[src/rtl/psw_pkg.sv]
`timescale 1ns / 1ps

package psw_pkg;

    localparam int unsigned DivBits = 20;
    localparam int unsigned CntBits = $clog2(DivBits);
    localparam logic [DivBits-1:0] TICKS_PER_SEC = 20'd921600;
    localparam logic [14:0] LOW_LIMIT  = 15'd500;
    localparam logic [14:0] HIGH_LIMIT = 15'd4000;
    localparam logic [DivBits-1:0] LOW_CORR  = 20'd100;
    localparam logic [DivBits-1:0] MID_CORR  = 20'd30;
    localparam logic [DivBits-1:0] HIGH_CORR = 20'd10;

    localparam logic REQ_TICK = 1'b0;
    localparam logic REQ_SET  = 1'b1;

    typedef enum logic [1:0] {
        ST_IDLE,
        ST_DIV,
        ST_FIN
    } t_state;

    typedef struct packed {
        logic exec;
        logic div_start;
        logic div_step;
        logic div_finish;
    } t_cmd;

    typedef struct packed {
        logic set_nz;
        logic div_last;
    } t_sts;

endpackage

[src/rtl/psw_if.sv]
`timescale 1ns / 1ps

interface psw_in_if;
    logic        valid;
    logic        ready;
    logic        req_type;
    logic [13:0] freq_hz;

    modport source (output valid, output req_type, output freq_hz, input ready);
    modport sink (input valid, input req_type, input freq_hz, output ready);
endinterface

interface psw_out_if;
    logic        valid;
    logic        ready;
    logic        wave_level;
    logic        running;
    logic [18:0] half_period_ticks;

    modport source (output valid, output wave_level, output running,
                    output half_period_ticks, input ready);
    modport sink (input valid, input wave_level, input running,
                  input half_period_ticks, output ready);
endinterface

[src/rtl/psw_ctrl.sv]
`timescale 1ns / 1ps

module psw_ctrl import psw_pkg::*; (
    input  logic i_clk,
    input  logic i_rst_n,
    input  logic i_in_valid,
    output logic o_in_ready,
    output logic o_out_valid,
    input  logic i_out_ready,
    input  t_sts i_sts,
    output t_cmd o_cmd
);

    t_state r_state, n_state;
    logic   r_out_valid, n_out_valid;
    logic   w_accept;
    logic   w_load;

    always_ff @(posedge i_clk) begin
        if (!i_rst_n) begin
            r_state     <= ST_IDLE;
            r_out_valid <= 1'b0;
        end else begin
            r_state     <= n_state;
            r_out_valid <= n_out_valid;
        end
    end

    always_comb begin
        n_state    = r_state;
        o_cmd      = '0;
        o_in_ready = 1'b0;
        w_accept   = 1'b0;
        w_load     = 1'b0;
        case (r_state)
            ST_IDLE: begin
                o_in_ready = !r_out_valid || i_out_ready;
                w_accept   = o_in_ready && i_in_valid;
                if (w_accept) begin
                    if (i_sts.set_nz) begin
                        o_cmd.div_start = 1'b1;
                        n_state         = ST_DIV;
                    end else begin
                        o_cmd.exec = 1'b1;
                        w_load     = 1'b1;
                    end
                end
            end
            ST_DIV: begin
                o_cmd.div_step = 1'b1;
                if (i_sts.div_last) begin
                    n_state = ST_FIN;
                end
            end
            ST_FIN: begin
                o_cmd.div_finish = 1'b1;
                w_load           = 1'b1;
                n_state          = ST_IDLE;
            end
            default: begin
                n_state = ST_IDLE;
            end
        endcase
        n_out_valid = (r_out_valid && !i_out_ready) || w_load;
    end

    assign o_out_valid = r_out_valid;

endmodule

[src/rtl/psw_dp.sv]
`timescale 1ns / 1ps

module psw_dp import psw_pkg::*; (
    input  logic        i_clk,
    input  logic        i_rst_n,
    input  logic        i_req_type,
    input  logic [13:0] i_freq_hz,
    input  t_cmd        i_cmd,
    output t_sts        o_sts,
    output logic        o_wave_level,
    output logic        o_running,
    output logic [18:0] o_half_period_ticks
);

    logic               r_level, n_level;
    logic               r_active, n_active;
    logic [18:0]        r_half, n_half;
    logic [18:0]        r_count, n_count;
    logic [14:0]        r_div;
    logic [14:0]        r_rem, n_rem;
    logic [DivBits-1:0] r_quo, n_quo;
    logic [CntBits-1:0] r_step;
    logic [15:0]        w_trial;
    logic [15:0]        w_diff;
    logic [18:0]        w_count_inc;
    logic [DivBits-1:0] w_base;

    assign o_sts.set_nz   = (i_req_type == REQ_SET) && (i_freq_hz != 14'd0);
    assign o_sts.div_last = (r_step == CntBits'(DivBits - 1));

    // one restoring step per cycle
    assign w_trial = {r_rem, r_quo[DivBits-1]};
    assign w_diff  = w_trial - {1'b0, r_div};

    always_comb begin
        if (w_trial >= {1'b0, r_div}) begin
            n_rem = w_diff[14:0];
            n_quo = {r_quo[DivBits-2:0], 1'b1};
        end else begin
            n_rem = w_trial[14:0];
            n_quo = {r_quo[DivBits-2:0], 1'b0};
        end
    end

    always_comb begin
        if (r_div < LOW_LIMIT) begin
            w_base = r_quo + LOW_CORR;
        end else if (r_div > HIGH_LIMIT) begin
            w_base = r_quo - HIGH_CORR;
        end else begin
            w_base = r_quo + MID_CORR;
        end
    end

    assign w_count_inc = r_count + 19'd1;

    always_comb begin
        n_level  = r_level;
        n_active = r_active;
        n_half   = r_half;
        n_count  = r_count;
        if (i_cmd.exec) begin
            if (i_req_type == REQ_SET) begin
                n_active = 1'b0;
                n_half   = '0;
                n_count  = '0;
            end else if (r_active) begin
                if (w_count_inc >= r_half) begin
                    n_level = !r_level;
                    n_count = '0;
                end else begin
                    n_count = w_count_inc;
                end
            end
        end else if (i_cmd.div_finish) begin
            n_active = 1'b1;
            n_half   = w_base[18:0];
            n_count  = '0;
        end
    end

    always_ff @(posedge i_clk) begin
        if (!i_rst_n) begin
            r_level  <= 1'b0;
            r_active <= 1'b0;
            r_half   <= '0;
            r_count  <= '0;
            r_step   <= '0;
        end else begin
            r_level  <= n_level;
            r_active <= n_active;
            r_half   <= n_half;
            r_count  <= n_count;
            if (i_cmd.div_start) begin
                r_step <= '0;
            end else if (i_cmd.div_step) begin
                r_step <= r_step + CntBits'(1);
            end
        end
    end

    always_ff @(posedge i_clk) begin
        if (i_cmd.div_start) begin
            r_div <= {i_freq_hz, 1'b0};
            r_rem <= '0;
            r_quo <= TICKS_PER_SEC;
        end else if (i_cmd.div_step) begin
            r_rem <= n_rem;
            r_quo <= n_quo;
        end
        if (i_cmd.exec || i_cmd.div_finish) begin
            o_wave_level        <= n_level;
            o_running           <= n_active;
            o_half_period_ticks <= n_half;
        end
    end

endmodule

[src/rtl/programmable_square_wave_generator_top.sv]
`timescale 1ns / 1ps

// channel | dir | modport | payload
// i_in    | in  | sink    | req_type, freq_hz
// o_out   | out | source  | wave_level, running, half_period_ticks
//
// a tick item or a zero set item is handled in idle; one item a cycle while o_out drains
// a nonzero set item is taken in idle, then run through the bit-per-cycle divider,
// then corrected and loaded as the result
// the result is held in an output register, so the next item is taken while it is read
// i_rst_n is synchronous: internal wave low, stopped, half period and tick count zero
// i_in is held off during a division and while a result waits and o_out.ready is low

module programmable_square_wave_generator_top import psw_pkg::*; (
    input  logic      i_clk,
    input  logic      i_rst_n,
    psw_in_if.sink    i_in,
    psw_out_if.source o_out
);

    t_cmd w_cmd;
    t_sts w_sts;

    psw_ctrl u_ctrl (
        .i_clk       (i_clk),
        .i_rst_n     (i_rst_n),
        .i_in_valid  (i_in.valid),
        .o_in_ready  (i_in.ready),
        .o_out_valid (o_out.valid),
        .i_out_ready (o_out.ready),
        .i_sts       (w_sts),
        .o_cmd       (w_cmd)
    );

    psw_dp u_dp (
        .i_clk               (i_clk),
        .i_rst_n             (i_rst_n),
        .i_req_type          (i_in.req_type),
        .i_freq_hz           (i_in.freq_hz),
        .i_cmd               (w_cmd),
        .o_sts               (w_sts),
        .o_wave_level        (o_out.wave_level),
        .o_running           (o_out.running),
        .o_half_period_ticks (o_out.half_period_ticks)
    );

endmodule
[src/flat_wrapper.sv]
// flat-port wrapper written by rule: the top's interface ports become plain ports
module programmable_square_wave_generator_top_flat import psw_pkg::*;
  (i_clk, i_rst_n, i_in_valid, i_in_req_type, i_in_freq_hz, i_in_ready, o_out_valid, o_out_wave_level, o_out_running, o_out_half_period_ticks, o_out_ready);
  psw_in_if i_in_i ();
  psw_out_if o_out_i ();
  input  logic i_clk;
  input  logic i_rst_n;
  input wire logic [$bits(i_in_i.valid)-1:0] i_in_valid;
  input wire logic [$bits(i_in_i.req_type)-1:0] i_in_req_type;
  input wire logic [$bits(i_in_i.freq_hz)-1:0] i_in_freq_hz;
  output wire logic [$bits(i_in_i.ready)-1:0] i_in_ready;
  output wire logic [$bits(o_out_i.valid)-1:0] o_out_valid;
  output wire logic [$bits(o_out_i.wave_level)-1:0] o_out_wave_level;
  output wire logic [$bits(o_out_i.running)-1:0] o_out_running;
  output wire logic [$bits(o_out_i.half_period_ticks)-1:0] o_out_half_period_ticks;
  input wire logic [$bits(o_out_i.ready)-1:0] o_out_ready;
  assign i_in_i.valid = i_in_valid;
  assign i_in_i.req_type = i_in_req_type;
  assign i_in_i.freq_hz = i_in_freq_hz;
  assign i_in_ready = i_in_i.ready;
  assign o_out_valid = o_out_i.valid;
  assign o_out_wave_level = o_out_i.wave_level;
  assign o_out_running = o_out_i.running;
  assign o_out_half_period_ticks = o_out_i.half_period_ticks;
  assign o_out_i.ready = o_out_ready;
  programmable_square_wave_generator_top u_core (.i_clk(i_clk), .i_rst_n(i_rst_n), .i_in(i_in_i), .o_out(o_out_i));
endmodule
[config.mk]
export PLATFORM = sky130hd
export DESIGN_NAME = programmable_square_wave_generator_top_flat
export DESIGN_NICKNAME = d
export VERILOG_FILES = /design/src/rtl/psw_pkg.sv /design/src/rtl/psw_if.sv /design/src/rtl/psw_ctrl.sv /design/src/rtl/psw_dp.sv /design/src/rtl/programmable_square_wave_generator_top.sv /design/src/flat_wrapper.sv
export SDC_FILE = /design/constraint.sdc
export NUM_CORES = 1
export LEC_CHECK = 0
export BUFFER_PORTS_ARGS = -buffer_cell sky130_fd_sc_hd__buf_2
export CAP_MARGIN = 20
export CORE_ASPECT_RATIO = 1.4
export CORE_MARGIN = 2
export CORE_UTILIZATION = 25
export DETAILED_ROUTE_END_ITERATION = 10
export GPL_TIMING_DRIVEN = 0
export PLACE_DENSITY = 0.36
export SLEW_MARGIN = 40
export SYNTH_ARGS = -nofsm -noshare
export SYNTH_HDL_FRONTEND = slang
export SYNTH_HIERARCHICAL = 1
export SYNTH_SLANG_ARGS = --single-unit
[constraint.sdc]
create_clock -name i_clk -period 5.75 [get_ports i_clk]
set_input_delay 0.8625 -clock i_clk [delete_from_list [all_inputs] [get_ports i_clk]]
set_output_delay 0.8625 -clock i_clk [all_outputs]
set_load 0.02 [all_outputs]
==> results by group, run 1 <==
Floorplan
  – Die Span X: 149 um
  – Cell row count: 74
  – Core Area: 29100 um2
  – Full die area: 30900 um2
  – Boundary Pins: 42
  – Die Ht: 207 um
  – Initial Utilization: 25.4%

Global route
  – Initial antenna violation count: 1
  – Grt total ovfl: 0
  – GRT Util Overall: 15.4%
  – Vias in the first global route: 6413
  – Largest net degree at the start of global routing: 22
  – First-pass GRT wire length: 36.2 mm

Critical path
  – Worst setup EP type: register
  – Worst EP required: 6.08 ns
  – Worst path max stage delay: 0.48 ns
  – Worst-path cell chain: ha_1, nand3_1, or2_2, clkbuf_1, nor2_1, nand3_1, o21a_1, or2_2, ha_1, a21o_1, a21o_1, a21oi_1, o21ai_0, nor2_2, clkbuf_1, o211ai_1, a21oi_1
  – CP arrival: 4.96 ns
  – Register-to-Register Path Depth: 17
  – Startpoint type of the worst setup path: register
  – Crit path max fanout: 10
  – Worst path slowest cell: nor2_2
  – Crit path buf inv count: 2
  – Reg2reg end: u_core/u_dp/r_count[15]$_SDFFE_PN0P_
  – Crit path kind: reg -> reg
  – CP top delay family: simple AND/OR/NAND/NOR gates
  – R2R Setup Slk: 1.13 ns
  – RR Startpoint: u_core/u_dp/r_count[0]$_SDFFE_PN0P_

Synthesis
  – Yosys cell types: 86
  – Mapped Nets: 923
  – Count leader, synth: dfxtp_1
  – Mapped Area: 7380 um2
  – Post-synthesis simple-gate area fraction: 22.6%
  – Yosys top cell area share: 22.5%
  – Post-synth top cells: dfxtp_1 (83), nand2_1 (81), nor2_1 (81), a21oi_1 (58)
  – Seq cells post-synth: 118
  – Synth Area in XOR/XNOR: 4.63%
  – Most area-consuming cells after synthesis: dfxtp_1 (23%), edfxtp_1 (14%), ha_1 (8.6%), nand2_1 (4.1%), nor2_1 (4.1%)
  – Leading area contributor after synthesis: dfxtp_1
  – Synth warnings: 6
  – Adder-cell share of the synthesized area: 8.92%
  – Synth Area in Compound Gates: 19.4%
  – Ys async rst share: 0%
  – EDFF count, synth: 35
  – Most used DFF post-synth: dfxtp_1
  – Syn_area_per_cell: 8.66 um2
  – Mux cell area share after synthesis: 2.99%
  – Post-synthesis sequential area ratio: 36.8%
  – Main combinational cell family by area after synthesis: simple AND/OR/NAND/NOR gates
  – Post-synthesis cell count: 852

CTS
  – Clock buffer count from CTS: 17
  – CTS Hold Bufs: 0
  – CTS root buf: clkbuf_16
  – H-tree Lvls: 4
  – Clock slew at reported path FFs: 0.06 ns
  – Clk sinks: 118
  – Clk_lat worst skew: 0.42 ns
  – Post-cts resize count: 0
  – CTS tree: yes
  – Setup Buffers After CTS: 0
  – Clock buffer depth: 2

Route
  – Drt via density: 4.76
  – Antenna-violating nets left: 0
  – DR pass1 iterations: 4
  – Total number of vias: 6215
  – Avg WL per Cell: 17.6 um
  – Drt drc: 0
  – Initial DRC count: 210
  – Routed Wire Length: 23.0 mm

STA
  – Final hold violations: 0
  – Tightest Pin Transition: 0.745 ns
  – Fin. max-slew vios: 0
  – Final TNS setup: 0 ns
  – Tcrit/Tclk final: 80.4%
  – Clk_skew: 0.0145 ns
  – Final Setup Violations: 0
  – Achievable Freq: 0.216 GHz
  – RSZ-0062 raised after global routing: no
  – Crit path time final: 4.62 ns
  – Relative slew slack: 50.4%

Outcome
  – Status: finished clean

Placement
  – HPWL after detailed placement: 18.3 mm
  – Final Wtd Congestion: 0.815
  – PortBufs: 41

Power and ir drop
  – Pwr Density: 340 nW/um2
  – Worst VDD drop: 0.000218 V
  – Leakage power: 0.00353 uW

Worst hold path
  – Hold path start: u_core/u_dp/r_count[18]$_SDFFE_PN0P_
  – WHS Endpoint: u_core/u_dp/r_count[18]$_SDFFE_PN0P_
  – Worst Hold Depth: 2
  – Hold crit path type: reg -> reg

Layout
  – Area growth, synth to finish: 17.8%
  – Nets: 983
  – Layout Utilization: 29.9%
  – Layout cells sized above 1: 13.3%

Job
  – Max Cap Viol: 0
[stage by stage]
| step | hold WS, ns | instances | total power [uW] | setup slack (ns) | area [um2] |
|---|---|---|---|---|---|
| 2_1_floorplan | 0.445 | 852 | 1630 | 2.08 | 7380 |
| 3_3_place_gp | 0.457 | 1273 | 1870 | 0.870 | 8060 |
| 3_5_place_dp | 0.462 | 1273 | 1860 | 1.10 | 8070 |
| 4_1_cts | 0.471 | 1305 | 3000 | 1.08 | 8690 |
| 5_1_grt | 0.495 | 1305 | 3130 | 0.751 | 8690 |
| 6_report | 0.478 | 1306 | 2960 | 1.13 | 8690 |
[final cells by class]
cell class                      instances  area, um2
Timing Repair Buffer                   41        205
Multi-Input combinational cell        649       4330
Clock buffer                           20        468
Inverter                               52        195
Tap cell                              380        475
Clock inverter                         12        150
Fill cell                            3167      20400
Antenna cell                            1       2.50
Sequential cell                       118       2710
Buffer                                 33        151
[per-layer routing]
metal / global-route usage [%] / vias to the layer above / share of wire, %
met5: 0 / - / 0
met4: 6.37 / 0 / 2.0
met3: 2.84 / 20 / 2.1
met2: 29.9 / 73 / 56
met1: 16.0 / 2919 / 39
li1: - / 3203 / -
[worst min-delay path: stages (launching register included)]
cell and delay [ns]:
dfxtp_1 0.32, nand2_1 0.06, a21oi_1 0.05
[cells in the final DEF, fill, tap and decap left out, drive strengths merged, types with 7 or more instances in the layout]
cell,netlist,layout
dfxtp,83,83
nand2,81,81
nor2,81,81
a21oi,59,59
buf,12,53
inv,52,52
ha,51,51
clkbuf,21,41
edfxtp,35,35
o21ai,35,35
nor3,24,24
and2,23,23
o211ai,23,23
mux2i,22,22
a21o,21,21
xnor2,20,20
xor2,19,19
nand3,19,19
or2,17,17
nor2b,16,16
nand4,13,13
nand2b,12,12
a311oi,9,9
o21a,8,8
a31oi,8,8
and3,8,8
or3,7,7
[power breakdown]
part	internal (uW)	leakage [uW]	switching [uW]
registers	935	0.00101	73.5
logic	329	0.00223	500
clock network	717	0.000297	405
[state kept, by name, indices dropped and copies added, names as in the netlist]
register and cells:
u_core/u_dp/r_level 1, u_core/u_dp/r_quo 20, u_core/u_ctrl/r_state 2, u_core/u_dp/r_count 19, u_core/u_dp/r_rem 15, u_core/u_dp/r_div 14, u_core/u_dp/o_wave_level 1, u_core/u_dp/r_half 19
u_core/u_dp/o_running 1, u_core/u_dp/r_active 1, u_core/u_ctrl/o_out_valid 1, u_core/u_dp/r_step 5, u_core/u_dp/o_half_period_ticks 19
[cells by family (layout without fill, tap and decap cells)]
group / count (synthesis) / after routing
AND/OR/NAND/NOR: 327 / 327
multiplexers: 22 / 22
XOR/XNOR: 39 / 39
buffers and inverters: 85 / 158
AO/OA/AOI/OAI: 209 / 209
other: 0 / 1
adder cells (fa/ha/maj): 52 / 52
flip-flops: 118 / 118
[worst max path at each step]
stage / startpoint / to / slack, ns / depth (start not counted)
after CTS: u_core/u_dp/r_count[0]$_SDFFE_PN0P_ / u_core/u_dp/r_count[15]$_SDFFE_PN0P_ / 1.08 / 17
after global routing: u_core/u_dp/r_count[0]$_SDFFE_PN0P_ / u_core/u_dp/r_count[15]$_SDFFE_PN0P_ / 0.75 / 17
after floorplan: u_core/u_dp/r_count[0]$_SDFFE_PN0P_ / u_core/u_dp/r_count[13]$_SDFFE_PN0P_ / 2.08 / 17
final: u_core/u_dp/r_count[0]$_SDFFE_PN0P_ / u_core/u_dp/r_count[15]$_SDFFE_PN0P_ / 1.13 / 17
after detailed placement: u_core/u_dp/r_count[0]$_SDFFE_PN0P_ / u_core/u_dp/r_count[15]$_SDFFE_PN0P_ / 1.10 / 17
after global placement: u_core/u_dp/r_count[0]$_SDFFE_PN0P_ / u_core/u_dp/r_count[17]$_SDFFE_PN0P_ / 0.87 / 17
Note: power is estimated with default switching activity, not from simulation.
==> inputs of run 2 (changes only) <==
--- a/config.mk
+++ b/config.mk
@@ -5,6 +5,7 @@
 export SDC_FILE = /design/constraint.sdc
 export NUM_CORES = 1
 export LEC_CHECK = 0
+export ABC_AREA = 1
 export BUFFER_PORTS_ARGS = -buffer_cell sky130_fd_sc_hd__buf_2
 export CAP_MARGIN = 20
 export CORE_ASPECT_RATIO = 1.4
==> constraint.sdc (replaced) <==
create_clock -name i_clk -period 4.35 [get_ports i_clk]
set_input_delay 0.6525 -clock i_clk [delete_from_list [all_inputs] [get_ports i_clk]]
set_output_delay 0.6525 -clock i_clk [all_outputs]
set_load 0.02 [all_outputs]
==> results by group, run 2 <==
Synthesis
  – Most used DFF post-synth: dfxtp_1
  – Mapped Area: 7890 um2
  – Most area-consuming cells after synthesis: dfxtp_1 (21%), nand2_1 (14%), edfxtp_1 (13%), ha_1 (8.1%), a21oi_1 (7.5%)
  – Post-synthesis sequential area ratio: 34.4%
  – Seq cells post-synth: 118
  – Post-synthesis cell count: 1116
  – Leading area contributor after synthesis: dfxtp_1
  – Yosys cell types: 56
  – Yosys top cell area share: 21.0%
  – Mapped Nets: 1187
  – Syn_area_per_cell: 7.07 um2
  – Synth warnings: 6
  – Ys async rst share: 0%
  – Post-synth top cells: nand2_1 (289), inv_1 (158), a21oi_1 (119), dfxtp_1 (83), nor2_1 (76)
  – Count leader, synth: nand2_1
  – EDFF count, synth: 35

Worst hold path
  – Worst Hold Depth: 1
  – Hold crit path type: in -> reg

Outcome
  – Status: finished clean

Placement
  – Final Wtd Congestion: 0.891
  – PortBufs: 41
  – HPWL after detailed placement: 21.3 mm
  – Worst slack, placed: 0.191 ns

STA
  – Final Setup Violations: 0
  – Fin. max-slew vios: 0
  – Final hold violations: 0
  – Final TNS setup: 0 ns
  – Achievable Freq: 0.269 GHz
  – Setup WS post-layout: 0.626 ns
  – Tcrit/Tclk final: 85.6%
  – RSZ-0062 raised after global routing: no
  – Tightest Pin Transition: 0.711 ns
  – Clk_skew: 0.0100 ns
  – Crit path time final: 3.72 ns
  – Relative slew slack: 52.6%

Route
  – Antenna-violating nets left: 0
  – Total number of vias: 7131
  – Drt via density: 4.50
  – Drt drc: 0
  – Routed Wire Length: 25.9 mm
  – DR pass1 iterations: 4
  – Avg WL per Cell: 16.3 um
  – Initial DRC count: 265

Critical path
  – CP arrival: 3.91 ns
  – Crit path max fanout: 13
  – Worst EP required: 4.54 ns
  – Crit path kind: reg -> reg
  – Register-to-Register Path Depth: 18
  – Worst setup EP type: register
  – Startpoint type of the worst setup path: register

Global route
  – Global route hottest layer: met2
  – First-pass GRT wire length: 40.1 mm
  – Initial antenna violation count: 0
  – GRT Util Overall: 16.2%
  – GRT met1 Usage: 15.9%
  – Vias in the first global route: 7311
  – Largest net degree at the start of global routing: 26
  – Grt total ovfl: 0
  – Met2 usage: 32.4%
  – Met3 GRT Util: 2.65%

CTS
  – CTS root buf: clkbuf_16
  – CTS Hold Bufs: 0
  – Clk_lat worst skew: 0.44 ns
  – Setup Buffers After CTS: 0
  – H-tree Lvls: 4
  – Clk sinks: 118
  – CTS tree: yes
  – Post-cts resize count: 0
  – Clock buffer count from CTS: 17
  – Clock slew at reported path FFs: 0.06 ns
  – Clock buffer depth: 2

Layout
  – Largest register FFs: 20
  – Area growth, synth to finish: 16.2%
  – Layout cells sized above 1: 11.8%
  – Reg with most FFs: u_core/u_dp/r_quo
  – ANT cells: 0
  – Nets: 1247
  – Most frequent cells in the layout: nand2_1 (289), inv_1 (157), a21oi_1 (119)
  – Most common cell after layout, fill and taps aside: nand2_1

Floorplan
  – Initial Utilization: 25.2%
  – Core Area: 31300 um2
  – Die Span X: 154 um
  – Cell row count: 77
  – Full die area: 33000 um2
  – Boundary Pins: 42
  – Die Ht: 214 um

Power and ir drop
  – Worst VDD drop: 0.000207 V
  – Pwr Density: 425 nW/um2
  – Leakage power: 0.00414 uW

Job
  – Max Cap Viol: 0
==> run 2: cell count changes after synthesis, sizes merged, moves of 11 or more <==
cell	before	now
o211ai	23	4
a21o	21	2
nand2	81	302
nor2b	16	0
or2	17	2
inv	52	168
nand4	13	24
nand3	19	58
mux2i	22	0
and2	23	2
o21ai	35	53
nand2b	12	1
a21oi	59	126
xnor2	20	6
==> run 2: final cells by class <==
class                   count  area, um2
multi-input cells         803       4420
clock buffers              19        443
well taps                 395        494
plain buffers              24        116
clock inverters            13        133
fillers                  3456      22100
flip-flops and latches    118       2710
repair buffers             41        205
inverters                 171        643
==> run 2: final timing paths <==
path	from	to	slack (ns)
setup / recovery	u_core/u_dp/r_div[2]$_DFFE_PP_	u_core/u_dp/o_half_period_ticks[18]$_DFFE_PP_	0.63
hold / removal	i_in_freq_hz[0]	u_core/u_dp/r_div[1]$_DFFE_PP_	0.40
setup reg to reg	u_core/u_dp/r_div[2]$_DFFE_PP_	u_core/u_dp/o_half_period_ticks[18]$_DFFE_PP_	0.63
hold reg to reg	u_core/u_dp/r_count[18]$_SDFFE_PN0P_	u_core/u_dp/r_count[18]$_SDFFE_PN0P_	0.48
==> run 2: layer usage <==
| metal | share of wire [%] | up-vias |
|---|---|---|
| met5 | 0 | - |
| met4 | 3.5 | 0 |
| met3 | 1.9 | 37 |
| met2 | 56 | 74 |
| met1 | 38 | 3227 |
| li1 | - | 3793 |
==> run 2: critical path, stage by stage (launching register included) <==
cell	delay (ns)
edfxtp_1	0.43
nor2_1	0.20
nand3_1	0.09
nor2_1	0.13
nand2_1	0.14
nand2_1	0.28
inv_1	0.31
ha_1	0.48
nand2_1	0.14
nor2_1	0.29
inv_1	0.07
nor2_1	0.13
nand3_1	0.21
nand3_1	0.17
nand2_1	0.06
nand3_1	0.07
nand2_1	0.10
nand2_1	0.10
nand2_1	0.06
==> run 2: cells by family after synthesis <==
logic type | count (synthesis) | synth area share (%)
and+or+nand+nor | 513 | 29.0
DFF | 118 | 34.4
adders and majority gates | 52 | 8.34
AOI/OAI and AO/OA | 206 | 15.1
xor gates and xnor gates | 32 | 3.65
buffers and inverters | 195 | 9.62
==> run 2: through the flow <==
step / total power, uW / hold WS, ns / utilization [%] / std cells / area, um2
3_5_place_dp: 2540 / 0.472 / 27.4 / 1552 / 8590
3_3_place_gp: 2550 / 0.473 / 27.4 / 1552 / 8590
6_report: 3890 / 0.402 / 29.3 / 1584 / 9170
5_1_grt: 4160 / 0.380 / 29.3 / 1584 / 9170
4_1_cts: 3970 / 0.373 / 29.3 / 1584 / 9170
2_1_floorplan: 2210 / 0.456 / - / 1116 / 7890
==> run 2: report_power, final <==
group / switching, uW / leakage [uW] / internal (uW)
Combinational: 740 / 0.00285 / 412
Clock: 540 / 0.000275 / 851
Sequential: 113 / 0.00101 / 1240
Total: 1390 / 0.00414 / 2500
